`src/assert_macros.svh`:
```
// Assertion helper macros for the sound sequence parser.
// Each check is clocked on i_clk and is disabled while i_rst_n is low.
`ifndef ASSERT_MACROS_SVH
`define ASSERT_MACROS_SVH

// Property must hold at every clock edge outside reset
`define SSEQ_ASSERT(lbl, prop, msg) \
    lbl: assert property (@(posedge i_clk) disable iff (!i_rst_n) (prop)) \
        else $error(msg);

// Antecedent must never be true outside reset
`define SSEQ_NEVER(lbl, cond, msg) \
    lbl: assert property (@(posedge i_clk) disable iff (!i_rst_n) !(cond)) \
        else $error(msg);

`endif

```
`src/sseq_pkg.sv`:
```
// Shared types, codes and helpers for the sound sequence event parser.
// Used by sseq_state_mem, sseq_parse and sound_sequence_event_parser.
package sseq_pkg;

    localparam int CHANNELS_DEF = 8;

    // Item mode codes (code 3 carries no meaning and is ignored)
    localparam logic [1:0] MODE_STREAM = 2'd0;
    localparam logic [1:0] MODE_START  = 2'd1;
    localparam logic [1:0] MODE_STOP   = 2'd2;

    // Byte classes and opcodes
    localparam logic [7:0] BYTE_OPERAND = 8'h80;
    localparam logic [7:0] BYTE_OP_A    = 8'hC0;
    localparam logic [7:0] BYTE_LOW6    = 8'h3F;
    localparam logic [7:0] OPC_END      = 8'h60;
    localparam logic [7:0] OPC_ARG0     = 8'h61;
    localparam logic [7:0] OPC_ARG1     = 8'h62;
    localparam logic [7:0] OPC_ARG2_LO  = 8'h64;
    localparam logic [7:0] OPC_ARG2_HI  = 8'h6A;
    localparam logic [7:0] OPC_ARG3     = 8'h6C;
    localparam logic [7:0] OPC_ARG4_LO  = 8'h6E;
    localparam logic [7:0] OPC_ARG4_HI  = 8'h71;

    // Per-channel parser phase
    typedef enum logic [3:0] {
        PH_IDLE = 4'b0001,
        PH_OPA  = 4'b0010,
        PH_OPB  = 4'b0100,
        PH_ARG  = 4'b1000
    } t_phase;

    // One channel's entry in the state memory
    typedef struct packed {
        t_phase      phase;
        logic [15:0] accum;
        logic [15:0] op_a;
        logic [15:0] op_b;
        logic [6:0]  held;
    } t_chan_state;

    // Input beat
    typedef struct packed {
        logic [1:0] mode;
        logic [2:0] chan;
        logic [7:0] stream_byte;
    } t_in_item;

    // Output beat
    typedef struct packed {
        logic [2:0]         event_chan;
        logic [6:0]         event_opcode;
        logic               is_control;
        logic signed [15:0] op_a;
        logic signed [15:0] op_b;
        logic               has_arg;
        logic [7:0]         ctrl_arg;
        logic [15:0]        duration;
        logic               ended;
    } t_out_item;

    // Control from the parse unit to the pipeline
    typedef struct packed {
        logic emit;
        logic set_active;
        logic clr_active;
    } t_parse_ctl;

    // Controls that hold one argument byte before their event
    function automatic logic needs_arg(input logic [7:0] b);
        return (b == OPC_ARG0) || (b == OPC_ARG1) ||
               ((b >= OPC_ARG2_LO) && (b <= OPC_ARG2_HI)) ||
               (b == OPC_ARG3) ||
               ((b >= OPC_ARG4_LO) && (b <= OPC_ARG4_HI));
    endfunction

endpackage

```
`src/sseq_state_mem.sv`:
```
// Per-channel parser state memory: one write port, one registered read port.
// Depends on sseq_pkg for the entry type.
module sseq_state_mem #(
    parameter int DEPTH  = sseq_pkg::CHANNELS_DEF,
    parameter int ADDR_W = (DEPTH > 1) ? $clog2(DEPTH) : 1
) (
    input  logic                   i_clk,
    input  logic                   i_we,
    input  logic [ADDR_W-1:0]      i_waddr,
    input  sseq_pkg::t_chan_state  i_wdata,
    input  logic                   i_re,
    input  logic [ADDR_W-1:0]      i_raddr,
    output sseq_pkg::t_chan_state  o_rdata
);

    sseq_pkg::t_chan_state r_mem [DEPTH];
    sseq_pkg::t_chan_state r_rdata;

    // Write port
    always_ff @(posedge i_clk) begin
        if (i_we) begin
            r_mem[i_waddr] <= i_wdata;
        end
    end

    // Read port, registered (old data on a same-edge write)
    always_ff @(posedge i_clk) begin
        if (i_re) begin
            r_rdata <= r_mem[i_raddr];
        end
    end

    assign o_rdata = r_rdata;

endmodule

```
`src/sseq_parse.sv`:
```
// Byte parser for one channel: next entry, activity change and event fields.
// Depends on sseq_pkg for types, codes and the argument-opcode list.
module sseq_parse (
    input  logic [1:0]            i_mode,
    input  logic [2:0]            i_chan,
    input  logic [7:0]            i_byte,
    input  logic                  i_active,
    input  sseq_pkg::t_chan_state i_entry,
    output sseq_pkg::t_chan_state o_next,
    output sseq_pkg::t_parse_ctl  o_ctl,
    output sseq_pkg::t_out_item   o_res
);

    sseq_pkg::t_chan_state n_st;
    sseq_pkg::t_parse_ctl  n_ctl;
    logic                  do_fresh;
    logic [6:0]            e_op;
    logic                  e_has;
    logic [7:0]            e_arg;
    logic                  e_end;
    logic                  cont;

    assign cont = (i_byte & sseq_pkg::BYTE_OP_A) == sseq_pkg::BYTE_OP_A;

    always_comb begin
        n_st     = i_entry;
        n_ctl    = '0;
        do_fresh = 1'b0;
        e_op     = '0;
        e_has    = 1'b0;
        e_arg    = '0;
        e_end    = 1'b0;

        case (i_mode)
            sseq_pkg::MODE_START: begin
                n_st = '{phase: sseq_pkg::PH_IDLE, default: '0};
                n_ctl.set_active = 1'b1;
            end
            sseq_pkg::MODE_STOP: begin
                n_st.phase = sseq_pkg::PH_IDLE;
                n_ctl.clr_active = 1'b1;
            end
            sseq_pkg::MODE_STREAM: begin
                if (i_active) begin
                    // Finish whatever the previous bytes left open
                    case (i_entry.phase)
                        sseq_pkg::PH_ARG: begin
                            n_st.phase = sseq_pkg::PH_IDLE;
                            n_ctl.emit = 1'b1;
                            e_op       = i_entry.held;
                            e_has      = 1'b1;
                            e_arg      = i_byte;
                        end
                        sseq_pkg::PH_OPA, sseq_pkg::PH_OPB: begin
                            if (cont) begin
                                n_st.accum = {i_entry.accum[9:0], i_byte[5:0]};
                            end else begin
                                // stored as the negated value
                                if (i_entry.phase == sseq_pkg::PH_OPA) begin
                                    n_st.op_a = ~i_entry.accum + 16'd1;
                                end else begin
                                    n_st.op_b = ~i_entry.accum + 16'd1;
                                end
                                n_st.phase = sseq_pkg::PH_IDLE;
                                do_fresh   = 1'b1;
                            end
                        end
                        default: begin
                            do_fresh = 1'b1;
                        end
                    endcase

                    // Byte taken as the start of a new element
                    if (do_fresh) begin
                        if (i_byte >= sseq_pkg::BYTE_OPERAND) begin
                            n_st.accum = {8'd0, i_byte & sseq_pkg::BYTE_LOW6};
                            n_st.phase = (i_byte >= sseq_pkg::BYTE_OP_A) ?
                                         sseq_pkg::PH_OPA : sseq_pkg::PH_OPB;
                        end else if (i_byte == sseq_pkg::OPC_END) begin
                            n_st.phase       = sseq_pkg::PH_IDLE;
                            n_ctl.emit       = 1'b1;
                            n_ctl.clr_active = 1'b1;
                            e_op             = i_byte[6:0];
                            e_end            = 1'b1;
                        end else if (sseq_pkg::needs_arg(i_byte)) begin
                            n_st.held  = i_byte[6:0];
                            n_st.phase = sseq_pkg::PH_ARG;
                        end else begin
                            n_st.phase = sseq_pkg::PH_IDLE;
                            n_ctl.emit = 1'b1;
                            e_op       = i_byte[6:0];
                        end
                    end
                end
            end
            default: begin
                n_st = i_entry;
            end
        endcase
    end

    // Event fields, taken from the updated operands
    always_comb begin
        o_res.event_chan   = i_chan;
        o_res.event_opcode = e_op;
        o_res.is_control   = ({1'b0, e_op} >= sseq_pkg::OPC_END);
        o_res.op_a         = n_st.op_a;
        o_res.op_b         = n_st.op_b;
        o_res.has_arg      = e_has;
        o_res.ctrl_arg     = e_arg;
        o_res.duration     = n_st.op_a[15] ? (~n_st.op_a + 16'd1) : n_st.op_a;
        o_res.ended        = e_end;
    end

    assign o_next = n_st;
    assign o_ctl  = n_ctl;

endmodule

```
`src/sound_sequence_event_parser.sv`:
```
// Top level of the sound sequence event parser: read stage, parse stage, output register.
// Depends on sseq_pkg, sseq_state_mem, sseq_parse and assert_macros.svh.
//
//   beat      dir   fields          handshake
//   in item   in    t_in_item       i_in_valid / o_in_stall
//   event     out   t_out_item      o_out_valid / i_out_stall
//
// One item a cycle when the input does not stall: the state memory is read at the accept
// edge, the entry is updated in the parse stage and written back when that stage fires,
// with forwarding when the next beat addresses the same channel. An event is registered
// when its item leaves the parse stage. Reset clears channel activity and pipeline valids;
// memory entries only matter once a start has written them. Input stalls only while the
// parse stage holds a beat and the output register is full and stalled.
`include "assert_macros.svh"

module sound_sequence_event_parser #(
    parameter int CHANNELS = sseq_pkg::CHANNELS_DEF
) (
    input  logic                i_clk,
    input  logic                i_rst_n,
    input  logic                i_in_valid,
    output logic                o_in_stall,
    input  sseq_pkg::t_in_item  i_in_item,
    output logic                o_out_valid,
    input  logic                i_out_stall,
    output sseq_pkg::t_out_item o_out_item
);

    localparam int CHAN_W = (CHANNELS > 1) ? $clog2(CHANNELS) : 1;

    logic                  r_s1_valid;
    sseq_pkg::t_in_item    r_s1_item;
    logic                  r_fwd_hit;
    sseq_pkg::t_chan_state r_fwd_data;
    logic [CHANNELS-1:0]   r_active;
    logic                  r_out_valid;
    sseq_pkg::t_out_item   r_out_item;

    logic                  w_accept;
    logic                  w_fire;
    logic                  w_we;
    logic                  w_in_range;
    logic [CHAN_W+2:0]     w_in_ext;
    logic [CHAN_W+2:0]     w_s1_ext;
    logic [CHAN_W-1:0]     w_in_idx;
    logic [CHAN_W-1:0]     w_s1_idx;
    sseq_pkg::t_chan_state w_rd_data;
    sseq_pkg::t_chan_state w_entry;
    sseq_pkg::t_chan_state w_next;
    sseq_pkg::t_parse_ctl  w_ctl;
    sseq_pkg::t_out_item   w_res;
    logic                  w_emit;

    // Channel indexes at memory width
    assign w_in_ext   = {{CHAN_W{1'b0}}, i_in_item.chan};
    assign w_s1_ext   = {{CHAN_W{1'b0}}, r_s1_item.chan};
    assign w_in_idx   = w_in_ext[CHAN_W-1:0];
    assign w_s1_idx   = w_s1_ext[CHAN_W-1:0];
    assign w_in_range = w_s1_ext < (CHAN_W + 3)'(CHANNELS);

    // Handshake: parse stage advances whenever the output register can take a beat
    assign w_fire     = r_s1_valid && (!r_out_valid || !i_out_stall);
    assign o_in_stall = r_s1_valid && !w_fire;
    assign w_accept   = i_in_valid && !o_in_stall;
    assign w_we       = w_fire && w_in_range;
    assign w_emit     = w_we && w_ctl.emit;

    sseq_state_mem #(
        .DEPTH  (CHANNELS),
        .ADDR_W (CHAN_W)
    ) u_mem (
        .i_clk   (i_clk),
        .i_we    (w_we),
        .i_waddr (w_s1_idx),
        .i_wdata (w_next),
        .i_re    (w_accept),
        .i_raddr (w_in_idx),
        .o_rdata (w_rd_data)
    );

    // Entry for the parse stage, forwarded past a same-edge write
    assign w_entry = r_fwd_hit ? r_fwd_data : w_rd_data;

    sseq_parse u_parse (
        .i_mode   (r_s1_item.mode),
        .i_chan   (r_s1_item.chan),
        .i_byte   (r_s1_item.stream_byte),
        .i_active (r_active[w_s1_idx]),
        .i_entry  (w_entry),
        .o_next   (w_next),
        .o_ctl    (w_ctl),
        .o_res    (w_res)
    );

    // Parse stage register and forwarding
    always_ff @(posedge i_clk) begin
        if (!i_rst_n) begin
            r_s1_valid <= 1'b0;
            r_fwd_hit  <= 1'b0;
        end else begin
            if (w_accept) begin
                r_s1_valid <= 1'b1;
                r_fwd_hit  <= w_we && (w_s1_idx == w_in_idx);
            end else if (w_fire) begin
                r_s1_valid <= 1'b0;
            end
        end
    end

    always_ff @(posedge i_clk) begin
        if (w_accept) begin
            r_s1_item  <= i_in_item;
            r_fwd_data <= w_next;
        end
    end

    // Channel activity flags
    always_ff @(posedge i_clk) begin
        if (!i_rst_n) begin
            r_active <= '0;
        end else if (w_we) begin
            if (w_ctl.set_active) begin
                r_active[w_s1_idx] <= 1'b1;
            end else if (w_ctl.clr_active) begin
                r_active[w_s1_idx] <= 1'b0;
            end
        end
    end

    // Output register
    always_ff @(posedge i_clk) begin
        if (!i_rst_n) begin
            r_out_valid <= 1'b0;
        end else if (w_emit) begin
            r_out_valid <= 1'b1;
        end else if (!i_out_stall) begin
            r_out_valid <= 1'b0;
        end
    end

    always_ff @(posedge i_clk) begin
        if (w_emit) begin
            r_out_item <= w_res;
        end
    end

    assign o_out_valid = r_out_valid;
    assign o_out_item  = r_out_item;

    // Checks
    `SSEQ_ASSERT(a_fwd_on_same_chan, (w_accept && w_we && (w_s1_idx == w_in_idx)) |=> r_fwd_hit, "same-channel beat not forwarded")
    `SSEQ_ASSERT(a_end_deactivates, (w_emit && w_res.ended) |=> !r_active[$past(w_s1_idx)], "end opcode left channel active")
    `SSEQ_ASSERT(a_out_from_emit, $rose(r_out_valid) |-> $past(w_emit), "output beat without an event")
    `SSEQ_NEVER(a_idle_chan_silent, r_s1_valid && (r_s1_item.mode == sseq_pkg::MODE_STREAM) && !r_active[w_s1_idx] && w_ctl.emit, "event from inactive channel")

endmodule

```
`config.mk`:
```
export PLATFORM = sky130hd
export DESIGN_NAME = sound_sequence_event_parser
export DESIGN_NICKNAME = d
export VERILOG_FILES = /design/src/sseq_pkg.sv /design/src/sseq_state_mem.sv /design/src/sseq_parse.sv /design/src/sound_sequence_event_parser.sv
export VERILOG_INCLUDE_DIRS = /design/src /design/src/src
export SDC_FILE = /design/constraint.sdc
export NUM_CORES = 1
export LEC_CHECK = 0
export BUFFER_PORTS_ARGS = -buffer_cell sky130_fd_sc_hd__buf_2
export CORE_MARGIN = 2
export CORE_UTILIZATION = 50
export CTS_BUF_LIST = sky130_fd_sc_hd__clkbuf_4 sky130_fd_sc_hd__clkbuf_8
export DETAILED_ROUTE_END_ITERATION = 10
export PLACE_DENSITY = 0.66
export SLEW_MARGIN = 30
export SYNTH_ARGS = -nofsm -noshare
export SYNTH_HDL_FRONTEND = slang
export SYNTH_HIERARCHICAL = 1
export SYNTH_SLANG_ARGS = --single-unit
```
`constraint.sdc`:
```
create_clock -name i_clk -period 7.8 [get_ports i_clk]
set_input_delay 0.78 -clock i_clk [delete_from_list [all_inputs] [get_ports i_clk]]
set_output_delay 0.78 -clock i_clk [all_outputs]
set_load 0.05 [all_outputs]
```
-- After elaboration in Yosys (flattened, before gate mapping)
Memory sizes are Yosys's and may differ from the RTL's. A register that Yosys moved wholly into a read port is not among the register bits.
Index checks and enable logic that the tools add are counted.
Widths: inputs -> output; s select.
- add/sub/neg operators: 2
- magnitude comparators: 10
- eq/ne operators: 12
- mux-type cells: 58
- bitwise logic cells: 5
- reduce and logical (&&, ||, !) cells: 26
- operator list (operator ; count):
    $mux 59 ; 2
    $pmux 55 s2 ; 1
    $mux 7 ; 11
    $mux 16 ; 4
    $mux 48 ; 1
    $add 16x1->16 const B ; 2
    $eq 8x7->1 const B ; 4
    $mux 32 ; 1
    $not 16->16 ; 2
    $mux 1 ; 23
    $mux 20 ; 1
    $ge 8x7->1 const B ; 2
    $ge 8x8->1 const B ; 2
    $le 8x7->1 const B ; 2
    $mux 4 ; 4
    $mux 8 ; 2
    $pmux 4 s2 ; 2
    $mux 15 ; 1
    $logic_and 1x1->1 ; 9
    $and 8x8->8 ; 1
    $lt 3x4->1 const B ; 2
    $not 8->8 ; 1
    $or 8x8->8 ; 1
    $ge 7x7->1 const B ; 1
    19 further kinds ; 31
- flip-flop bits (word level): 152
- bits in writable memories: 472
- input port bits: 17
- output and inout port bits: 71
- word-level logic and storage cells: 136
- memories kept: 1
- memories (memory ; depth ; bits a word ; read ports ; clocked after memory_dff ; wr ports ; RTL line ; source):
    u_mem.r_mem ; 8 ; 59 ; 1 ; 1 ; 1 ; sseq_state_mem.sv:16 ; sseq_pkg::t_chan_state r_mem [DEPTH];

-- Depth between registers and ports, before layout
- depth in word-level cells: 14
- gate-level depth with buffers: 13
- gate-level depth less buffers: 11

-- Hierarchy
Netlist, hierarchy kept.
- modules (own cells, without submodules) (module ; instances ; cells each ; area each (µm²) ; sequential area each (µm²)):
    sseq_state_mem ; 1 ; 754 ; 19518.7 ; 15945.3
    sound_sequence_event_parser ; 1 ; 272 ; 5547.8 ; 4454.3
    sseq_parse ; 1 ; 398 ; 2493.6 ; 0.0

-- Least setup slack after synthesis
OpenSTA, ideal clock, no wires.
- path kind: input port to flip-flop
- start point: input port i_out_stall
- end point: register r_fwd_data[0] in the netlist's numbering, enable pin
- library setup time: 637 ps
- data arrival time: 6906 ps
- required time: 7163 ps
- setup slack: 257 ps
- stages on the path: 2
- path buffers: 0
- cells stage by stage: and3_2 -> nor2b_1
- word-level cells in the longest chain between the ends: 7
- ends and longest elaborated chain (item ; RTL line ; source):
    start, declared ; sound_sequence_event_parser.sv:25 ; input logic i_out_stall,
    $logic_not 1->1 ; n/a ;
    $logic_or 1x1->1 ; sound_sequence_event_parser.sv:62 ; assign w_fire = r_s1_valid && (!r_out_valid || !i_out_stall);
    $logic_and 1x1->1 ; sound_sequence_event_parser.sv:62 ;
    $logic_not 1->1 ; sound_sequence_event_parser.sv:63 ; assign o_in_stall = r_s1_valid && !w_fire;
    $logic_and 1x1->1 ; sound_sequence_event_parser.sv:63 ;
    $logic_not 1->1 ; sound_sequence_event_parser.sv:64 ; assign w_accept = i_in_valid && !o_in_stall;
    $logic_and 1x1->1 ; sound_sequence_event_parser.sv:64 ;
    named net w_accept ; sound_sequence_event_parser.sv:39 ; logic w_accept;
    end signal, assigned ; sound_sequence_event_parser.sv:113 ; r_fwd_data <= w_next;
    end, declared ; sound_sequence_event_parser.sv:34 ; sseq_pkg::t_chan_state r_fwd_data;
The timed path passes the listed nets, and every way through them passes these cells.
A chain may end at the register's enable or synchronous reset.

==> out/summary.md <==
The post-route clock period utilization was 57.8%; the count of TritonRoute iterations in the first routing pass was 8. At the end of routability-driven placement, the weighted congestion stood at 0.843. Count of flip-flops with a built-in enable after synthesis: 672. Among all flip-flop cells after synthesis, the most frequent one is sky130_fd_sc_hd__edfxtp_1. The cell count after synthesis was 1424. The synthesized netlist net count came out at 1447. STA classifies the critical path endpoint as a flip-flop.

The gate family responsible for the most delay along the worst path was simple AND/OR/NAND/NOR gates. In the synthesized netlist the async set-or-reset flop fraction comes to 0%. Number of global-route vias before repair: 14.1k. Counting cells, the worst reg-to-reg path comes to 9. Delay of the slowest cell on the worst path: 0.80 ns. In this run the worst path has a maximum fanout of 59. The clock tree root buffer cell was sky130_fd_sc_hd__clkbuf_8. TritonCTS built the clock tree. In this run the tightest slew margin relative to its limit is 32.7%. The register area share after synthesis was 74.0%; the number of post-CTS setup repair buffers was 0.

In the post-synthesis netlist, the biggest area contributors are sky130_fd_sc_hd__edfxtp_1 (73%), sky130_fd_sc_hd__mux4_2 (9.8%), sky130_fd_sc_hd__mux2_2 (4.8%). The run gives 50.3% as the effective utilization at floorplan. The logs give 21.8% for the global-route usage over all layers and 61.1 mm for the detailed-route wire length.

The commonest cells after synthesis are sky130_fd_sc_hd__edfxtp_1 (672), sky130_fd_sc_hd__mux4_2 (120), sky130_fd_sc_hd__mux2_2 (118), sky130_fd_sc_hd__nand2_1 (79), sky130_fd_sc_hd__buf_4 (38). After synthesis, the netlist uses 70 different library cells. The cell repeated most along the worst path is sky130_fd_sc_hd__xnor2_1. Counting every sink on the clock net gives 683. The run finished with clean final reports. Entering global routing, the biggest net connects 66 pins. The slowest stage of the critical path is the sky130_fd_sc_hd__a22o_1 cell. The Yosys step of the flow raised 6 warnings. Pin placement for this block handled 88 I/O pins. Worst supply voltage drop on vdd: 0.217 mV. Setup repair after global routing left no endpoint under its margin. From bottom edge to top edge, the die measures 239 um. Row generation in the floorplan step produced 86 rows.

The run gives 0 as the hold buffer count at CTS. The run gives 3 as the CTS H-tree depth. The logs give 222 MHz for the highest attainable clock frequency and 0.0570 mm2 for the area of the die. The number of gates resized after CTS was 0. The tool flagged a number of max-cap violations equal to 0. The run gives 0.263 ns as the final hold slack. The average footprint of a synthesized cell works out to 19.4 um2. The number of stages on the worst hold path came out at 1. The count of buffers added on input and output ports is 87. Dividing total power by cell area gives a power density of 253 mW/mm2. The run gives 1567 as the number of nets at the end of the flow. In the post-synthesis netlist, the cell with the most instances is sky130_fd_sc_hd__edfxtp_1. The tools report the data arrival time at the worst-slack endpoint as 4.94 ns. The synthesized flop and latch total came out at 683.

The clock period minus final worst setup slack came out at 4.51 ns. The core box area came out at 0.0548 mm2. Compared with the post-synthesis result, the final layout area differs by 11.8%. The final number of max-transition violations was 0. The proportion of layout cells with a drive suffix above 1 was 34.7%; the DRC violation count after routing was 0. The remaining antenna violation count is 0, and the top-area cell type share of the netlist area is 73.2%.

Across all setup checks in the final design, the least slack found is 3.29 ns. The wire length per cell after detailed routing is 26.2 um. The static leakage power is 10.2 nW, and the total half-perimeter wirelength after legalization and detailed placement is 33.8 mm.

In the final timing run, aggregate negative setup slack is 0 ns. For the pin with the worst max-slew slack, the measured transition is 1.01 ns. The total via count after detailed routing was 13.9k.

The worst hold path endpoint is r_s1_item[5]. The clock arrives with 0.0339 ns of skew. Global routing finished with a remaining overflow of 0.

The startpoint of the lowest-slack register-to-register path was r_fwd_hit. The via-per-instance ratio is 5.95, and the deepest clock path buffer count is 3. For the number of antenna violations at the first check in global routing, the log shows 1. Traced cell by cell, the critical path runs through buf_4, mux2_2, nor4_1, nand2_1, nor3_1, xnor2_1, a22o_1, o21ai_0, xnor2_1.

In this run the horizontal extent of the chip is 239 um. Counting the buffers created by CTS gives 106. The worst register-to-register path has a setup slack of 3.29 ns. Total power for the finished layout comes to 7.78 mW. sky130_fd_sc_hd__edfxtp_1 takes more of the synthesized area than any other cell.

The run gives 0.70 ns as the clock latency reported for the late side of the worst-skew pair. Classification of the worst-slack hold path: input port to flip-flop. The number of buffer and inverter stages on the critical path is 1. The first-pass GRT wire length came out at 90.4 mm.

Starting DRC count in detailed routing: 1380. In this run the critical register-to-register path is captured at o_out_item[7]. The worst setup path is of the flip-flop to flip-flop kind. The worst setup path is launched from a flip-flop. The final setup violation count came out at 0.

Before CTS, the worst setup slack after placement is 3.31 ns. The number of hold-slack violations in the final timing report was 0. The clock slew seen by the registers of the worst setup and hold paths works out to 0.06 ns. The beginning of the worst hold path is i_in_item[5]. The summed instance area of the synthesized netlist is 0.0276 mm2. For the worst setup path, the data required time is 8.23 ns.
-- metal layers --
metal	routed length (um)	vias up	part of all wire, %	track usage (%)
met4	1600	0	2.6	8.37
met5	0	-	0	0
met1	26800	7332	44	31.0
li1	-	5957	-	-
met2	29000	505	48	34.0
met3	3710	93	6.1	3.88
-- cell families (layout without fill, tap and decap cells) --
| kind of cell | Yosys count | in the layout | synth area share (%) |
|---|---|---|---|
| adders and majority gates | 6 | 6 | 0.272 |
| other | 0 | 1 | 0 |
| buffers and inverters | 129 | 335 | 2.71 |
| muxes | 261 | 261 | 15.5 |
| DFF | 683 | 683 | 74.0 |
| xor gates and xnor gates | 29 | 29 | 0.949 |
| and+or+nand+nor | 203 | 203 | 3.76 |
| AOI/OAI and AO/OA | 113 | 113 | 2.82 |
-- per-stage QoR --
stage | std cells | instance area [um2] | utilization (%)
after global routing | 2335 | 30800 | 56.2
final | 2335 | 30800 | 56.2
after detailed placement | 2139 | 28500 | 52.1
after floorplan | 1424 | 27600 | -
after CTS | 2333 | 30800 | 56.2
after global placement | 2139 | 28500 | 52.1
-- layout make-up --
| class | count | area, um2 |
|---|---|---|
| Fill cell | 4082 | 24000 |
| Sequential cell | 683 | 20400 |
| Multi-Input combinational cell | 612 | 6510 |
| Clock buffer | 152 | 1850 |
| Tap cell | 704 | 881 |
| Timing Repair Buffer | 119 | 709 |
| Clock inverter | 42 | 365 |
| Inverter | 22 | 82.6 |
| Antenna cell | 1 | 2.50 |
-- registers in the layout (all words and copies together) (netlist names), named ones only --
| name | cells |
|---|---|
| r_s1_item | 10 |
| r_fwd_data | 59 |
| o_out_item | 69 |
| u_mem/r_mem | 472 |
| r_s1_valid | 1 |
| w_s1_idx | 3 |
| u_mem/o_rdata | 59 |
| r_fwd_hit | 1 |
| o_out_valid | 1 |
-- where the power goes --
group	switching, mW	leakage (nW)	internal, mW
clock	1.35	1.17	1.76
combinational	0.297	2.72	0.169
sequential	0.0333	6.35	4.18
-- cell usage in the layout, fill, tap and decap left out, types with 10 or more instances in the layout --
master	netlist	routed
sky130_fd_sc_hd__clkbuf_8	2	115
sky130_fd_sc_hd__nand3_1	15	15
sky130_fd_sc_hd__a21oi_1	14	14
sky130_fd_sc_hd__and2_1	12	12
sky130_fd_sc_hd__mux4_2	120	120
sky130_fd_sc_hd__mux2i_1	23	23
sky130_fd_sc_hd__mux2_2	118	118
sky130_fd_sc_hd__edfxtp_1	672	672
sky130_fd_sc_hd__dfxtp_1	11	10
sky130_fd_sc_hd__buf_4	38	33
sky130_fd_sc_hd__o22ai_1	16	16
sky130_fd_sc_hd__inv_1	20	20
sky130_fd_sc_hd__o21ai_0	33	20
sky130_fd_sc_hd__buf_2	21	84
sky130_fd_sc_hd__nor2_1	25	18
sky130_fd_sc_hd__o21ai_1	1	14
sky130_fd_sc_hd__nand2_1	79	79
sky130_fd_sc_hd__clkbuf_4	0	38
sky130_fd_sc_hd__clkinv_1	1	24
sky130_fd_sc_hd__nor4_1	15	14
sky130_fd_sc_hd__a22o_1	11	11
sky130_fd_sc_hd__xnor2_1	22	22
-- how the worst max path moves through the flow --
stage / endpoint / slack, ns / start / cells past startpoint
after floorplan: r_fwd_data[0] / 0.26 / i_out_stall / 2
after global placement: o_out_item[56] / 3.29 / r_fwd_hit / 8
after detailed placement: o_out_item[36] / 3.31 / r_fwd_hit / 9
after CTS: o_out_item[36] / 3.24 / r_fwd_hit / 9
after global routing: o_out_item[6] / 3.02 / r_fwd_hit / 9
final: o_out_item[7] / 3.29 / r_fwd_hit / 9
Note: power is estimated with default switching activity, not from simulation.
